File: config.mk
export PLATFORM = sky130hd
export DESIGN_NAME = button_led_pattern_sequencer_core_flat
export DESIGN_NICKNAME = d
export VERILOG_FILES = /design/src/rtl/blps_pkg.sv /design/src/rtl/blps_item_if.sv /design/src/rtl/blps_result_if.sv /design/src/rtl/blps_cfg_if.sv /design/src/rtl/blps_step.sv /design/src/rtl/button_led_pattern_sequencer_core.sv /design/src/flat_wrapper.sv
export SDC_FILE = /design/constraint.sdc
export NUM_CORES = 1
export LEC_CHECK = 0
export ABC_AREA = 0
export BUFFER_PORTS_ARGS = -buffer_cell sky130_fd_sc_hd__buf_2
export CAP_MARGIN = 20
export CORE_UTILIZATION = 54
export CTS_BUF_LIST = sky130_fd_sc_hd__clkbuf_4 sky130_fd_sc_hd__clkbuf_8 sky130_fd_sc_hd__clkbuf_16
export CTS_CLUSTER_SIZE = 8
export DETAILED_ROUTE_END_ITERATION = 16
export GPL_TIMING_DRIVEN = 1
export PLACE_DENSITY = 0.76
export SKIP_CTS_REPAIR_TIMING = 1
export SLEW_MARGIN = 0
export SYNTH_ARGS = -nofsm -noshare
export SYNTH_HDL_FRONTEND = slang
export SYNTH_SLANG_ARGS = --single-unit
File: constraint.sdc
create_clock -name clk -period 3.3 [get_ports clk]
set_input_delay 0.66 -clock clk [delete_from_list [all_inputs] [get_ports clk]]
set_output_delay 0.66 -clock clk [all_outputs]
set_load 0.01 [all_outputs]
File: src/rtl/blps_pkg.sv
package blps_pkg;

	localparam int LED_W    = 8;
	localparam int MODE_W   = 3;
	localparam int STEP_W   = 3;
	localparam int PERIOD_W = 10;

	localparam logic [LED_W-1:0]    LEDS_ALL_ON   = 8'hff;
	localparam logic [LED_W-1:0]    LEDS_ALL_OFF  = 8'h00;
	localparam logic [PERIOD_W-1:0] PERIOD_RESET  = 10'd200;
	localparam logic [PERIOD_W-1:0] COUNTER_TOP   = 10'd1023;
	localparam logic [STEP_W-1:0]   FLOWER_STEPS  = 3'd4;

	typedef enum logic [MODE_W-1:0] {
		MODE_ALL_ON       = 3'd0,
		MODE_ALL_OFF      = 3'd1,
		MODE_FLOWER_OPEN  = 3'd2,
		MODE_FLOWER_CLOSE = 3'd3,
		MODE_FILL_UP      = 3'd4,
		MODE_FILL_DOWN    = 3'd5,
		MODE_DOT_UP       = 3'd6,
		MODE_DOT_DOWN     = 3'd7
	} mode_t;

	typedef struct packed {
		logic [LED_W-1:0]    leds;
		mode_t               mode;
		logic [STEP_W-1:0]   step;
		logic [PERIOD_W-1:0] ms_cnt;
	} seq_state_t;

	typedef struct packed {
		logic tick;
		logic press;
	} item_t;

endpackage

File: src/rtl/blps_item_if.sv
interface blps_item_if;
	logic valid;
	logic ready;
	logic tick;
	logic press;

	modport source (output valid, output tick, output press, input ready);
	modport sink   (input valid, input tick, input press, output ready);
endinterface

File: src/rtl/blps_result_if.sv
interface blps_result_if;
	logic       valid;
	logic       ready;
	logic [7:0] leds;
	logic [2:0] mode;

	modport source (output valid, output leds, output mode, input ready);
	modport sink   (input valid, input leds, input mode, output ready);
endinterface

File: src/rtl/blps_cfg_if.sv
interface blps_cfg_if;
	logic       valid;
	logic       ready;
	logic [9:0] period_ms;

	modport source (output valid, output period_ms, input ready);
	modport sink   (input valid, input period_ms, output ready);
endinterface

File: src/rtl/blps_step.sv
module blps_step
	import blps_pkg::*;
(
	input  seq_state_t          cur,
	input  item_t               item,
	input  logic [PERIOD_W-1:0] period_ms,
	output seq_state_t          nxt
);

	logic [PERIOD_W-1:0] cnt_inc;
	logic [LED_W-1:0]    leds_stp;
	logic [STEP_W-1:0]   step_stp;
	logic [STEP_W-1:0]   step_inc;
	logic [STEP_W:0]     hi_pos;
	logic [STEP_W-1:0]   rev_pos;
	logic [LED_W-1:0]    base;
	mode_t               mode_inc;
	logic                do_step;

	always_comb begin
		cnt_inc = cur.ms_cnt;
		if (item.tick && (cur.ms_cnt != COUNTER_TOP)) begin
			cnt_inc = cur.ms_cnt + PERIOD_W'(1);
		end
		do_step = (cnt_inc >= period_ms);

		step_inc = cur.step + STEP_W'(1);
		hi_pos   = {1'b0, cur.step} + (STEP_W+1)'(4);
		rev_pos  = STEP_W'(7) - cur.step;
		base     = (cur.step == '0) ? LEDS_ALL_OFF : cur.leds;

		leds_stp = cur.leds;
		step_stp = step_inc;
		case (cur.mode)
			MODE_ALL_ON: begin
				leds_stp = LEDS_ALL_ON;
				step_stp = cur.step;
			end
			MODE_ALL_OFF: begin
				leds_stp = LEDS_ALL_OFF;
				step_stp = cur.step;
			end
			MODE_FLOWER_OPEN: begin
				leds_stp = base;
				// Positions that fall outside the register are dropped.
				if (!hi_pos[STEP_W]) begin
					leds_stp[hi_pos[STEP_W-1:0]] = 1'b1;
				end
				if (!cur.step[STEP_W-1]) begin
					leds_stp[3'd3 - cur.step] = 1'b1;
				end
				if (step_inc >= FLOWER_STEPS || step_inc == '0) begin
					step_stp = '0;
				end
			end
			MODE_FLOWER_CLOSE: begin
				leds_stp = cur.leds;
				leds_stp[cur.step] = 1'b0;
				leds_stp[rev_pos]  = 1'b0;
				if (step_inc >= FLOWER_STEPS || step_inc == '0) begin
					step_stp = '0;
					leds_stp = LEDS_ALL_ON;
				end
			end
			MODE_FILL_UP: begin
				leds_stp = base;
				leds_stp[cur.step] = 1'b1;
			end
			MODE_FILL_DOWN: begin
				leds_stp = base;
				leds_stp[rev_pos] = 1'b1;
			end
			MODE_DOT_UP: begin
				leds_stp = LEDS_ALL_OFF;
				leds_stp[cur.step] = 1'b1;
			end
			MODE_DOT_DOWN: begin
				leds_stp = LEDS_ALL_OFF;
				leds_stp[rev_pos] = 1'b1;
			end
			default: begin
				leds_stp = cur.leds;
				step_stp = cur.step;
			end
		endcase

		nxt.ms_cnt = cnt_inc;
		nxt.leds   = cur.leds;
		nxt.step   = cur.step;
		nxt.mode   = cur.mode;
		if (do_step) begin
			nxt.ms_cnt = '0;
			nxt.leds   = leds_stp;
			nxt.step   = step_stp;
		end

		// A press is applied after any pattern step of the same transaction.
		mode_inc = mode_t'(cur.mode + MODE_W'(1));
		if (item.press) begin
			nxt.mode = mode_inc;
			nxt.step = '0;
			if (mode_inc == MODE_FLOWER_CLOSE) begin
				nxt.leds = LEDS_ALL_ON;
			end else if (mode_inc >= MODE_FILL_UP) begin
				nxt.leds = LEDS_ALL_OFF;
			end
		end
	end

endmodule

File: src/rtl/button_led_pattern_sequencer_core.sv
// A result passes through the input register and then the result
// register before it becomes valid.
// Throughput: one input transaction per cycle while results are accepted;
// the single next-state function of the sequencer state bounds the rate.
// Reset (arst_n low, asynchronous): LEDs off, mode all-on, step and
// millisecond counter zero, period 200, both pipeline stages empty.
module button_led_pattern_sequencer_core
	import blps_pkg::*;
(
	input logic           clk,
	input logic           arst_n,
	blps_item_if.sink     item,
	blps_result_if.source result,
	blps_cfg_if.sink      cfg
);

	logic                valid_s1;
	item_t               item_s1;
	logic                valid_s2;
	logic [LED_W-1:0]    leds_s2;
	logic [MODE_W-1:0]   mode_s2;
	logic [PERIOD_W-1:0] period_q;
	seq_state_t          state_q;
	seq_state_t          state_nxt;
	logic                adv_s1;

	assign adv_s1     = valid_s1 && (!valid_s2 || result.ready);
	assign item.ready = !valid_s1 || adv_s1;
	assign cfg.ready  = 1'b1;

	assign result.valid = valid_s2;
	assign result.leds  = leds_s2;
	assign result.mode  = mode_s2;

	blps_step u_step (
		.cur       (state_q),
		.item      (item_s1),
		.period_ms (period_q),
		.nxt       (state_nxt)
	);

	always_ff @(posedge clk or negedge arst_n) begin
		if (!arst_n) begin
			valid_s1      <= 1'b0;
			valid_s2      <= 1'b0;
			period_q      <= PERIOD_RESET;
			state_q.leds  <= LEDS_ALL_OFF;
			state_q.mode  <= MODE_ALL_ON;
			state_q.step  <= '0;
			state_q.ms_cnt <= '0;
		end else begin
			if (cfg.valid) begin
				period_q <= cfg.period_ms;
			end
			if (item.valid && item.ready) begin
				valid_s1 <= 1'b1;
			end else if (adv_s1) begin
				valid_s1 <= 1'b0;
			end
			if (adv_s1) begin
				valid_s2 <= 1'b1;
				state_q  <= state_nxt;
			end else if (result.ready) begin
				valid_s2 <= 1'b0;
			end
		end
	end

	always_ff @(posedge clk) begin
		if (item.valid && item.ready) begin
			item_s1.tick  <= item.tick;
			item_s1.press <= item.press;
		end
		if (adv_s1) begin
			leds_s2 <= state_nxt.leds;
			mode_s2 <= state_nxt.mode;
		end
	end

endmodule
File: src/flat_wrapper.sv
// flat-port wrapper written by rule: the top's interface ports become plain ports
module button_led_pattern_sequencer_core_flat import blps_pkg::*;
  (clk, arst_n, item_valid, item_tick, item_press, item_ready, result_valid, result_leds, result_mode, result_ready, cfg_valid, cfg_period_ms, cfg_ready);
  blps_item_if item_i ();
  blps_result_if result_i ();
  blps_cfg_if cfg_i ();
  input logic clk;
  input logic arst_n;
  input wire logic [$bits(item_i.valid)-1:0] item_valid;
  input wire logic [$bits(item_i.tick)-1:0] item_tick;
  input wire logic [$bits(item_i.press)-1:0] item_press;
  output wire logic [$bits(item_i.ready)-1:0] item_ready;
  output wire logic [$bits(result_i.valid)-1:0] result_valid;
  output wire logic [$bits(result_i.leds)-1:0] result_leds;
  output wire logic [$bits(result_i.mode)-1:0] result_mode;
  input wire logic [$bits(result_i.ready)-1:0] result_ready;
  input wire logic [$bits(cfg_i.valid)-1:0] cfg_valid;
  input wire logic [$bits(cfg_i.period_ms)-1:0] cfg_period_ms;
  output wire logic [$bits(cfg_i.ready)-1:0] cfg_ready;
  assign item_i.valid = item_valid;
  assign item_i.tick = item_tick;
  assign item_i.press = item_press;
  assign item_ready = item_i.ready;
  assign result_valid = result_i.valid;
  assign result_leds = result_i.leds;
  assign result_mode = result_i.mode;
  assign result_i.ready = result_ready;
  assign cfg_i.valid = cfg_valid;
  assign cfg_i.period_ms = cfg_period_ms;
  assign cfg_ready = cfg_i.ready;
  button_led_pattern_sequencer_core u_core (.clk(clk), .arst_n(arst_n), .item(item_i), .result(result_i), .cfg(cfg_i));
endmodule
Word-level counts from Yosys, hierarchy flattened

Index checks and enable logic that the tools add are counted.

Logic and storage cells: 93
Output and inout bits: 14
Bits of input ports: 17
Register bits after elaboration: 49

Bitwise logic cells: 8
$add $sub $neg: 6
Order comparisons: 11
Muxes and demuxes: 26
Eq/ne operators: 10
Reduce and logical (&&, ||, !) cells: 21

Operators with widths:

| kind                                                                                | count |
|---|---|
| 8-bit 2-to-1 mux                                                                    | 8 |
| 8-bit case mux with 8 select lines                                                  | 1 |
| 8-bit bitwise OR                                                                    | 4 |
| 8-bit AND                                                                           | 2 |
| 3-bit by 4-bit less-than comparator with 1-bit output, second input constant        | 4 |
| 8-bit inverter                                                                      | 2 |
| 14-bit 2-to-1 mux                                                                   | 1 |
| 13-bit 2-to-1 mux                                                                   | 1 |
| 1-bit demux with 3-bit select                                                       | 4 |
| 3-bit == test, second input constant                                                | 4 |
| 3-bit by 1-bit greater-or-equal comparator with 1-bit output, second input constant | 4 |
| 10-bit by 1-bit adder with 10-bit output, second input constant                     | 1 |
| 10-bit greater-or-equal comparator                                                  | 1 |
| 10-bit 2-to-1 mux                                                                   | 1 |
| 10-bit != test, second input constant                                               | 1 |
| 3-bit by 2-bit == test with 1-bit output, second input constant                     | 3 |
| 3-bit zero test                                                                     | 3 |
| 1-bit 2-to-1 mux                                                                    | 8 |
| 1-bit logical AND                                                                   | 7 |
| 3-bit by 1-bit adder with 3-bit output, second input constant                       | 2 |
| 3-bit greater-or-equal comparator, second input constant                            | 2 |
| 3-bit case mux with 2 select lines                                                  | 1 |
| 2-bit nonzero test                                                                  | 3 |
| 3-bit by 3-bit adder with 4-bit output, second input constant                       | 1 |
| other kinds (9)                                                                     | 13 |

Longest topological paths before layout

Depth in word-level cells: 15
Gate-level depth with buffers: 12
Depth with buffers taken out: 11

Hierarchy

From an unflattened synthesis, not the netlist that was laid out.

Cell total of the unflattened synthesis: 329
Area, all modules: 3324.4 um^2

By module, submodules not included:

| module                            | seq. area each (um^2) | area each (um^2) | times used | cells each |
|---|---|---|---|---|
| button_led_pattern_sequencer_core | 1295.0                | 1843.0           | 1          | 95 |
| blps_step                         | 0.0                   | 1481.4           | 1          | 234 |

Worst setup path after synthesis

Ideal clock, no wire load.

Path type: reg2reg
Start point: register u_core.state_q[0] (netlist bit)
End point: register u_core.leds_s2[5] (netlist: u_core.result.leds[5]) (data pin)
Cell stages (with the launch flop): 11
Period minus slack after synthesis: 3.187 ns
Setup time: 0.261 ns
Buffers on the path: 1
Required time: 3.039 ns
Data arrival time: 2.927 ns
Setup slack: 0.113 ns
Cells stage by stage: dfrtp_1 ha_1 inv_1 o31ai_2 mux2_2 ha_1 a211o_1 and3_4 buf_6 or4_1 o311a_1

RTL lines:

| item                   | line                                    | source |
|---|---|---|
| start, declared        | button_led_pattern_sequencer_core.sv:23 | `seq_state_t state_q;` |
| start signal, assigned | button_led_pattern_sequencer_core.sv:62 | `state_q <= state_nxt;` |
| end signal, assigned   | button_led_pattern_sequencer_core.sv:75 | `leds_s2 <= state_nxt.leds;` |
| end, declared          | button_led_pattern_sequencer_core.sv:20 | `logic [LED_W-1:0] leds_s2;` |

==> impl_metrics.json <==
{
  "status": "complete, no violations",
  "clock_latency_ns": 0.31,
  "cts_tree": "built",
  "fin_crit_sh_pct": 97.9,
  "grt.total_usage_pct": 27.6,
  "min_path_type": "input pin to async pin",
  "rrSetupSlack_ns": 0.07,
  "antenna_cells": 0,
  "ir_drop_uv": 396,
  "core_um2": 5960,
  "grt_max_degree": 37,
  "pre_cts_ws_ns": 0.0546,
  "routed_wl_um": 8240,
  "max_stage_delay_ns": 0.48,
  "crit_required_ns": 3.37,
  "grt_pass1_wl_um": 13900,
  "synth_fp_nets": 401,
  "critPathMaxFanout": 6,
  "gr-total-overflow": 0,
  "synth-edff-count": 13,
  "num_rows": 28,
  "r2r_cells": 11,
  "numCtsBuffers": 5,
  "dpl.hpwl_um": 5790,
  "numClockSinks": 49,
  "cap_viol_max_count": 0,
  "cts_max_level": 2,
  "portBuffers": 29,
  "worst-path-buf-inv": 1,
  "crit_chain": "nand4_1 -> buf_4 -> o31ai_4 -> o21ai_0 -> o21ai_0 -> ha_1 -> a211oi_1 -> nor2_1 -> a31o_2 -> or4_1 -> o311a_1",
  "yosysUniqueCellTypes": 61,
  "powerDensity_nw_per_um2": 575,
  "finalPower_mw": 2.17,
  "path_common_cell": "o21ai_0",
  "fin_worst_skew_ns": 0.0105,
  "setup_viol": 0,
  "area_delta_synth_final_pct": 11.8,
  "die_h_um": 81.0,
  "hold_violations": 0,
  "fin_nets": 437,
  "r2r_start": "u_core.state_q[8]$_DFFE_PN0P_",
  "cpMaxStageDelayCell": "or4_1",
  "drive_gt1_share_pct": 22.1,
  "syn_area_um2": 3370,
  "layout_common_cells": "nand2_1, dfrtp_1, nor2_1, buf_2",
  "ioPinCount": 31,
  "setup_slack_ns": 0.0681,
  "gp_congestion": 0.966,
  "crit_family": "compound AO/OA/AOI/OAI gates",
  "antenna_found_initial": 0,
  "drc": 0,
  "dieArea_um2": 6560,
  "ys_seq_elements": 49,
  "ys_seq_area_share_pct": 38.4,
  "die_x_um": 81.0,
  "vias": 3018,
  "worst_slew_pin_slew_ns": 0.825,
  "yosysWarnings": 0,
  "detail_route.iter0.violations": 411,
  "routed_via_density": 6.33,
  "worstSetupStartpointType": "flip-flop",
  "async_flop_share_pct": 73.5,
  "fmax_ghz": 0.309,
  "maxSlewHeadroom_pct": 45.0,
  "root_buffer": "clkbuf_8",
  "slew_violations": 0,
  "drtAntennaViolNets": 0,
  "leakagePower_nw": 1.61,
  "cts_buffer_depth": 2,
  "fill_cells": 496,
  "clkTransAtPathRegs_ns": 0.10,
  "grt_pass1_vias": 2852,
  "initial_core_util_pct": 56.6,
  "syn_inst": 365,
  "worstReg2RegEnd": "u_core.result.leds[5]$_DFFE_PP_",
  "tns_ns": 0,
  "ys.flop_type": "dfrtp_1",
  "arrival_ns": 3.30,
  "worst-setup-path-type": "flip-flop to flip-flop",
  "min_period_ns": 3.23,
  "avgSynthCellArea_um2": 9.23,
  "routedWlPerCell_um": 17.3,
  "endpoint_kind": "flip-flop",
  "drtPass1Iterations": 5
}
## worst max-delay path by stage
stage	to	slack [ns]	startpoint	cells past startpoint
final	u_core.result.leds[5]$_DFFE_PP_	0.07	u_core.state_q[8]$_DFFE_PN0P_	11
after global routing	u_core.result.leds[5]$_DFFE_PP_	-0.05	u_core.state_q[8]$_DFFE_PN0P_	11
after CTS	u_core.result.leds[5]$_DFFE_PP_	-0.004	u_core.state_q[1]$_DFFE_PN0P_	11
after detailed placement	u_core.result.leds[5]$_DFFE_PP_	0.05	u_core.state_q[1]$_DFFE_PN0P_	11
after global placement	u_core.result.leds[5]$_DFFE_PP_	0.10	u_core.state_q[1]$_DFFE_PN0P_	11
after floorplan	u_core.result.leds[5]$_DFFE_PP_	0.11	u_core.state_q[0]$_DFFE_PN0P_	10
## sequential cells by signal, indices dropped and copies added (netlist names)
signal / flops
u_core.item_s1: 2
u_core.period_q: 10
u_core.result.leds: 8
u_core.result.mode: 3
u_core.result.valid: 1
u_core.state_q: 24
u_core.valid_s1: 1
## synth_stat cells, drive strengths merged (4+ instances only)
library cell / number / area [um2]
nand4: 7 / 43.8
dfrtp: 33 / 826
xnor2: 6 / 52.6
clkbuf: 8 / 30.0
a22o: 9 / 78.8
nand2b: 17 / 106
a31oi: 9 / 56.3
o21ai: 23 / 119
o221a: 9 / 101
nor2: 30 / 115
nand3: 11 / 55.1
a31o: 7 / 61.3
nor2b: 7 / 43.8
mux2: 4 / 45.0
edfxtp: 13 / 390
and2: 7 / 43.8
buf: 13 / 75.1
nand2: 32 / 120
o31a: 6 / 52.6
ha: 19 / 238
inv: 21 / 78.8
o22ai: 5 / 31.3
a21oi: 11 / 55.1
mux2i: 4 / 40.0
## per-layer routing
metal	wire length, um	track usage, %	vias up
met5	0	0	-
met4	142	7.86	0
met3	591	5.06	19
met2	3720	42.0	136
met1	3780	39.9	1429
li1	-	-	1434
## per-stage QoR
step	hold WS (ns)	cells	util (%)	instance area, um2
floorplan	0.364	365	-	3370
global placement	0.472	464	60.9	3620
detailed placement	0.495	464	60.9	3620
CTS	0.474	472	62.4	3710
global route	0.510	477	63.3	3770
finish	0.445	477	63.3	3770
## area by class of cell
type | instances | area [um2] | area share [%]
well taps | 75 | 93.8 | 2.49
clock inverters | 3 | 21.3 | 0.565
repair buffers | 50 | 303 | 8.04
multi-input cells | 274 | 1910 | 50.6
flip-flops and latches | 49 | 1300 | 34.4
inverters | 21 | 78.8 | 2.09
clock buffers | 5 | 68.8 | 1.83
## logic make-up after synthesis
group	after synthesis	share of synthesized area, %
XOR/XNOR	9	2.34
multiplexers	8	2.52
adder cells (fa/ha/maj)	19	7.05
AND/OR/NAND/NOR	125	18.6
buffers and inverters	42	5.46
flip-flops	49	38.4
other	1	0.111
AO/OA/AOI/OAI	112	25.5
## report_power, final
group	internal, mW	total, mW	switching (mW)	leakage [nW]
Clock	0.151	0.371	0.219	0.0462
Sequential	0.762	0.865	0.103	0.584
Combinational	0.383	0.930	0.547	0.975
Total	1.30	2.17	0.869	1.61
No activity file was read; power rests on OpenSTA's default activity.
